## config.mk

```make
export PLATFORM = sky130hd
export DESIGN_NAME = psr_ctrl
export DESIGN_NICKNAME = d
export VERILOG_FILES = /design/src/rtl/psr_pkg.sv /design/src/rtl/psr_ctrl.sv
export SDC_FILE = /design/constraint.sdc
export NUM_CORES = 1
export LEC_CHECK = 0
export BUFFER_PORTS_ARGS = -buffer_cell sky130_fd_sc_hd__buf_2
export CORE_AREA = 2 2 39 41
export CTS_CLUSTER_DIAMETER = 150
export DETAILED_ROUTE_END_ITERATION = 10
export DIE_AREA = 0 0 41 43
export PLACE_DENSITY = 0.69
export SYNTH_ARGS = -nofsm -noshare
export SYNTH_HDL_FRONTEND = slang
export SYNTH_SLANG_ARGS = --single-unit
```

## constraint.sdc

```tcl
create_clock -name clk -period 1.4 [get_ports clk]
set_input_delay 0.21 -clock clk [delete_from_list [all_inputs] [get_ports clk]]
set_output_delay 0.21 -clock clk [all_outputs]
set_load 0.05 [all_outputs]
```

## src/rtl/psr_pkg.sv

```systemverilog
// ----------------------------------------------------------------------------
// psr_pkg
// Shared widths, multiplier step codes and controller/datapath bundles.
// ----------------------------------------------------------------------------
package psr_pkg;

  localparam int MAX_PARTICLES = 1048576;
  localparam int CNT_W         = 21;
  localparam logic [CNT_W-1:0] CNT_FIELD_MAX = {CNT_W{1'b1}};
  localparam logic [CNT_W-1:0] CNT_CAP =
    (MAX_PARTICLES < (2**CNT_W - 1)) ? CNT_W'(MAX_PARTICLES) : CNT_FIELD_MAX;

  localparam int IN_W  = 264;
  localparam int OUT_W = 440;
  localparam int CFG_IDX_W = 3;

  localparam logic [62:0] U63_MAX = {63{1'b1}};

  // config register indexes
  localparam logic [CFG_IDX_W-1:0] REG_TYPE_MASK = 3'd0;
  localparam logic [CFG_IDX_W-1:0] REG_CENTER_X  = 3'd1;
  localparam logic [CFG_IDX_W-1:0] REG_CENTER_Y  = 3'd2;
  localparam logic [CFG_IDX_W-1:0] REG_CENTER_Z  = 3'd3;
  localparam logic [CFG_IDX_W-1:0] REG_RADIUS    = 3'd4;

  // shared multiplier steps
  localparam logic [3:0] OP_VX2    = 4'd0;
  localparam logic [3:0] OP_VY2    = 4'd1;
  localparam logic [3:0] OP_VZ2    = 4'd2;
  localparam logic [3:0] OP_MASS   = 4'd3;
  localparam logic [3:0] OP_DX2    = 4'd4;
  localparam logic [3:0] OP_DY2    = 4'd5;
  localparam logic [3:0] OP_DZ2    = 4'd6;
  localparam logic [3:0] OP_RAD2   = 4'd7;
  localparam logic [3:0] OP_KE_LL  = 4'd8;
  localparam logic [3:0] OP_KE_LH  = 4'd9;
  localparam logic [3:0] OP_KE_HL  = 4'd10;
  localparam logic [3:0] OP_KE_HH  = 4'd11;
  localparam logic [3:0] OP_LAST   = OP_KE_HH;

  localparam int SQRT_STEPS = 32;

  typedef struct packed {
    logic       load;
    logic       op_en;
    logic [3:0] op;
    logic       acc;
    logic       sq_init;
    logic       sq_step;
    logic       emit;
  } psr_cmd_t;

  typedef struct packed {
    logic included;
    logic last;
    logic out_full;
  } psr_sts_t;

endpackage

```

## src/rtl/psr_ctrl.sv

```systemverilog
// ----------------------------------------------------------------------------
// psr_ctrl
// Sequencer: load, multiplier steps, accumulate, square root, result.
// ----------------------------------------------------------------------------
module psr_ctrl import psr_pkg::*; (
  input  logic     clk,
  input  logic     rst,
  input  logic     in_valid,
  output logic     in_ready,
  input  psr_sts_t sts,
  output psr_cmd_t cmd
);

  localparam logic [2:0] S_IDLE   = 3'd0;
  localparam logic [2:0] S_DECIDE = 3'd1;
  localparam logic [2:0] S_MUL    = 3'd2;
  localparam logic [2:0] S_DRAIN  = 3'd3;
  localparam logic [2:0] S_ACC    = 3'd4;
  localparam logic [2:0] S_SQINIT = 3'd5;
  localparam logic [2:0] S_SQRT   = 3'd6;
  localparam logic [2:0] S_EMIT   = 3'd7;

  logic [2:0] state, state_next;
  logic [4:0] step, step_next;

  always_comb begin
    state_next = state;
    step_next  = step;
    cmd        = '0;
    in_ready   = 1'b0;
    case (state)
      S_IDLE: begin
        in_ready = 1'b1;
        if (in_valid) begin
          cmd.load   = 1'b1;
          state_next = S_DECIDE;
        end
      end
      S_DECIDE: begin
        step_next = '0;
        if (sts.included) state_next = S_MUL;
        else if (sts.last) state_next = S_SQINIT;
        else state_next = S_IDLE;
      end
      S_MUL: begin
        cmd.op_en = 1'b1;
        cmd.op    = step[3:0];
        step_next = step + 5'd1;
        if (step[3:0] == OP_LAST) state_next = S_DRAIN;
      end
      S_DRAIN: state_next = S_ACC;
      S_ACC: begin
        cmd.acc    = 1'b1;
        state_next = sts.last ? S_SQINIT : S_IDLE;
      end
      S_SQINIT: begin
        cmd.sq_init = 1'b1;
        step_next   = '0;
        state_next  = S_SQRT;
      end
      S_SQRT: begin
        cmd.sq_step = 1'b1;
        step_next   = step + 5'd1;
        if (step == 5'(SQRT_STEPS - 1)) state_next = S_EMIT;
      end
      S_EMIT: begin
        // wait until the previous result has been taken
        if (!sts.out_full) begin
          cmd.emit   = 1'b1;
          state_next = S_IDLE;
        end
      end
      default: state_next = S_IDLE;
    endcase
  end

  always_ff @(posedge clk) begin
    if (rst) begin
      state <= S_IDLE;
      step  <= '0;
    end else begin
      state <= state_next;
      step  <= step_next;
    end
  end

endmodule

```

== Yosys cells after proc, flatten, opt, wreduce, memory -nomap -nowiden ==
Cells that the tools add are included.

* Output and inout port bits: 11
* Memories kept: 0
* Latch bits: 0
* Bits of input ports: 6
* Memory bits (read-only): 0
* Register bits: 8
* RAM bits: 0

* Div/mod/pow operators: 0
* Bitwise operators: 0
* Add/sub/neg operators: 1
* Mux-type cells: 17
* Shifts and indexed selects: 0
* Reductions and logical operators: 5
* Eq/ne operators: 13
* Magnitude comparators: 0
* $mul: 0

{| class="wikitable"
|+ Operators with widths
! cell !! count
|-
| $pmux 3 s8 || 1
|-
| $mux 3 || 6
|-
| $eq 3x3->1 const B || 4
|-
| $pmux 5 s2 || 1
|-
| $mux 1 || 8
|-
| $ne 2x2->1 const B || 4
|-
| $eq 3x2->1 const B || 2
|-
| $add 5x1->5 const B || 1
|-
| $eq 5x5->1 const B || 1
|-
| $mux 5 || 1
|-
| $eq 4x4->1 const B || 1
|-
| $reduce_and 4->1 || 1
|-
| $reduce_or 2->1 || 2
|-
| $eq 3x1->1 const B || 1
|-
| $logic_not 3->1 || 1
|-
| $reduce_bool 2->1 || 1
|}

== Depth between registers and ports, before layout ==
* Depth after elaboration: 3
* Depth in mapped cells: 6
* Gate-level depth less buffers: 6

== Worst setup path before layout ==
OpenSTA, ideal clock, no wires.

* Kind: reg-to-output
* From: reg state[0]
* To: out cmd[9] in the netlist's numbering
* Stages on the path, launching flop included: 4
* Data required time: 1,190 ps
* Slack: -988 ps
* Path buffers: 1
* Data arrival time: 2,178 ps
* Cell sequence: dfxtp_1 > buf_2 > nor3_1 > and2_1

{| class="wikitable"
|+ RTL lines
! what !! RTL line !! RTL
|-
| start, declared || psr_ctrl.sv:23 || <nowiki>logic [2:0] state, state_next;</nowiki>
|-
| start signal, assigned || psr_ctrl.sv:82 || <nowiki>state <= state_next;</nowiki>
|-
| end, declared || psr_ctrl.sv:11 || <nowiki>output psr_cmd_t cmd</nowiki>
|}

==> metrics.md <==
| Metric | Value |
|---|---|
| Die H | `43 um` |
| CP endpoint kind | `output pin` |
| Number of fill cells | `around 120` |
| Yosys top cell area share | `0.294` |
| Core footprint | `1380 um^2` |
| Max Buffers Root-to-Sink | `2` |
| Remaining antenna violation count | `0` |
| Max Fclk | `701 MHz` |
| Critical path startpoint | `state[0]` |
| Final Max Slew Viols | `0` |
| DRT iter0 DRCs | `9` |
| Synthesized cell area | `544 um^2` |
| Post-Layout Cell Count | `117` |
| Number of global-route vias before repair | `609` |
| Routed length per placed instance | `14.3 um` |
| Vias per Instance | `5.46` |
| Critical path capture point | `cmd[9]` |
| Peak supply drop | `0.563 mV` |
| Total CTS buffers | `3` |
| Clock latency on the worst-skew pair | `0.26 ns` |
| CP max stage delay | `0.34 ns` |
| R2R Setup Slk | `0.01 ns` |
| FF-to-FF path depth | `6` |
| GRT Overall Usage | `0.221` |
| CP bufs+invs | `2` |
| Nets@finish | `110` |
| CP Depth | `4` |
| FF-to-FF End | `step[4]` |
| Hpwl dp | `1130 um` |
| Sink Count | `8` |
| Actual slew at the worst max-slew pin | `0.274 ns` |
| Yosys reg bits | `8` |
| CP arrival | `1.22 ns` |
| CP max-delay cell | `dfxtp_2` |
| Average size of a mapped cell | `approximately 7.7 um^2` |
| Ranking of synthesized cells by area | `dfxtp_1 29%, and3_1 8.0%, nand2_1 4.8%, a21oi_1 4.6%, ha_1 4.6%` |
| Max-Cap Viols | `0` |
| Pre-CTS setup slack | `-0.0178 ns` |
| Unrepaired setup endpoints after global routing | `yes` |
| Final GP Congestion | `0.735` |
| Die X | `41 um` |
| Area grow syn2layout | `76.6%` |
| Min-delay worst type | `in2reg` |
| CP top delay family | `flip-flops` |
| Fin crit share | `1.02` |
| First-pass GRT wire length | `2570 um` |
| Post-detailed-routing wire length | `about 1700 um` |
| Clock Skews | `~0.00037 ns` |
| Area after DPL | `approximately 780 um^2` |
| Hold buffers post-CTS | `0` |
| Starting Density | `0.393` |
| Worst-path cell chain | `buf_4 > nor3_4 > and2_4 > buf_8` |
| Cell with the most instances after synthesis | `dfxtp_1` |
| Largest area contributor in the netlist | `dfxtp_1` |
| Seq/Total Area, Yosys | `0.294` |
| Status | `finished with violations` |
| Worst-path clk slew | `0.06 ns` |
| Worst hold slack | `0.231 ns` |
| DIE AREA | `1760 um^2` |
| DP Cell Count | `110` |
| Port bufs | `16` |
| Main synth FF type | `dfxtp_1` |
| Synth top cells by count | `8 x dfxtp_1, 7 x and3_1, 7 x nand2_1` |
| CP startpoint kind | `flip-flop` |
| Relative slew slack | `0.817` |
| WP data required | `1.19 ns` |
| Initial antenna violation count | `0` |
| RR Startpoint | `step[0]` |
| PwrDens | `868 nW/um^2` |
| Fin worst setup slack | `-0.0262 ns` |
| CTS tree | `built` |
| Antenna cells | `0` |
| Final setup violation count | `3` |
| Critical path peak fanout | `5` |
| Failing checks | `setup timing` |
| Ys Warns | `0` |
| Clock root cell | `clkbuf_4` |
| Hold Vio Cnt, Final | `0` |
| Post-route cell area | `961 um^2` |
| Largest net degree at the start of global routing | `11` |
| Synthesized instance count | `71` |
| LEAKAGE | `0.406 nW` |
| Synthesized Nets | `79` |
| Grt ovf | `0` |
| Unique cell type count in the Yosys netlist | `29` |
| IO Pins | `17` |
| Post-route DRC | `0` |
| Share of cells above drive strength 1 | `0.574` |
| DR pass1 iterations | `4` |
| Vias | `639` |
| Worst Setup Path Type | `reg2out` |
| Final worst path period need | `~1.4 ns` |
| H-tree levels | `1` |
| EDFF count, synth | `0` |
| Ys async rst share | `0` |
| Core Rows | `14` |
| Setup tns final | `-0.0393 ns` |
==> flip-flops by register name, summed over array words and instances (netlist names) <==
name	count
state	3
step	5
==> logic make-up (layout without fill, tap and decap cells) <==
group | Yosys count | after routing | share of synthesized area
xor+xnor | 1 | 1 | 0.0161
compound gates | 14 | 14 | 0.177
flops | 8 | 8 | 0.294
buf+inv | 7 | 37 | 0.0620
fa+ha+maj | 2 | 2 | 0.0460
mux | 2 | 2 | 0.0414
simple gates | 37 | 37 | 0.363
==> worst reg2reg max path: stages (launching register included) <==
cell and delay [ns]:
dfxtp_4 0.35, ha_4 0.16, and3_4 0.15, ha_4 0.20, mux2_4 0.26, a21oi_2 0.12, nor2_1 0.04
==> layout make-up <==
type	instances	area, um^2	area share
inverter	2	7.51	0.00781
sequential	8	174	0.181
tap	16	20.0	0.0208
multi-input combinational	56	459	0.478
clock buffer	4	26.3	0.0273
timing repair buffer	31	274	0.285
==> timing repair <==
item / 4_1_cts / 5_1_grt
buffers inserted: 2 / 1
resized for setup: 25 / 15
pin swaps: 4 / 4
endpoints found under the setup margin: 12 / 13
==> layer usage <==
layer | vias up | track usage | routed length (um)
met3 | 5 | 0.0628 | 67
li1 | 320 | - | -
met4 | 0 | 0.100 | 25
met5 | - | 0 | 0
met2 | 16 | 0.366 | 885
met1 | 298 | 0.244 | 694
==> where the power goes <==
| part | internal (W) | switching [W] | leakage, nW |
|---|---|---|---|
| Sequential | 0.000246 | 0.0000227 | 0.0680 |
| Clock | 0.000110 | 0.0000893 | 0.0150 |
| Combinational | 0.000152 | 0.000214 | 0.323 |
==> per-stage QoR <==
stage               utilization  power (W)
global route              0.694   0.000883
CTS                       0.645   0.000814
detailed placement        0.562   0.000577
finish                    0.694   0.000834
global placement          0.562   0.000575
floorplan                     -   0.000478
==> worst min-delay path by stage <==
| stage | start | end | slack, ns | cells after the start |
|---|---|---|---|---|
| 2_1_floorplan | sts[2] | state[1] | 0.38 | 2 |
| 6_report | sts[2] | state[1] | 0.23 | 3 |
| 3_3_place_gp | rst | step[2] | 0.50 | 2 |
| 5_1_grt | sts[2] | state[1] | 0.23 | 3 |
| 4_1_cts | rst | step[1] | 0.22 | 2 |
| 3_5_place_dp | rst | step[1] | 0.50 | 2 |
==> cells in the final DEF, fill, tap and decap left out, types with 3 or more instances in the layout <==
master	synthesis	routed
buf_2	3	6
clkbuf_4	0	3
buf_4	1	15
dfxtp_4	0	3
nand3_1	4	4
buf_6	0	5
dfxtp_1	8	3
nor2_1	5	4
nand2_1	7	7
nor3_4	0	3
buf_8	0	5
and3_4	0	5
a21oi_1	5	4
o21ai_0	3	3
(Power assumes the default switching activity.)
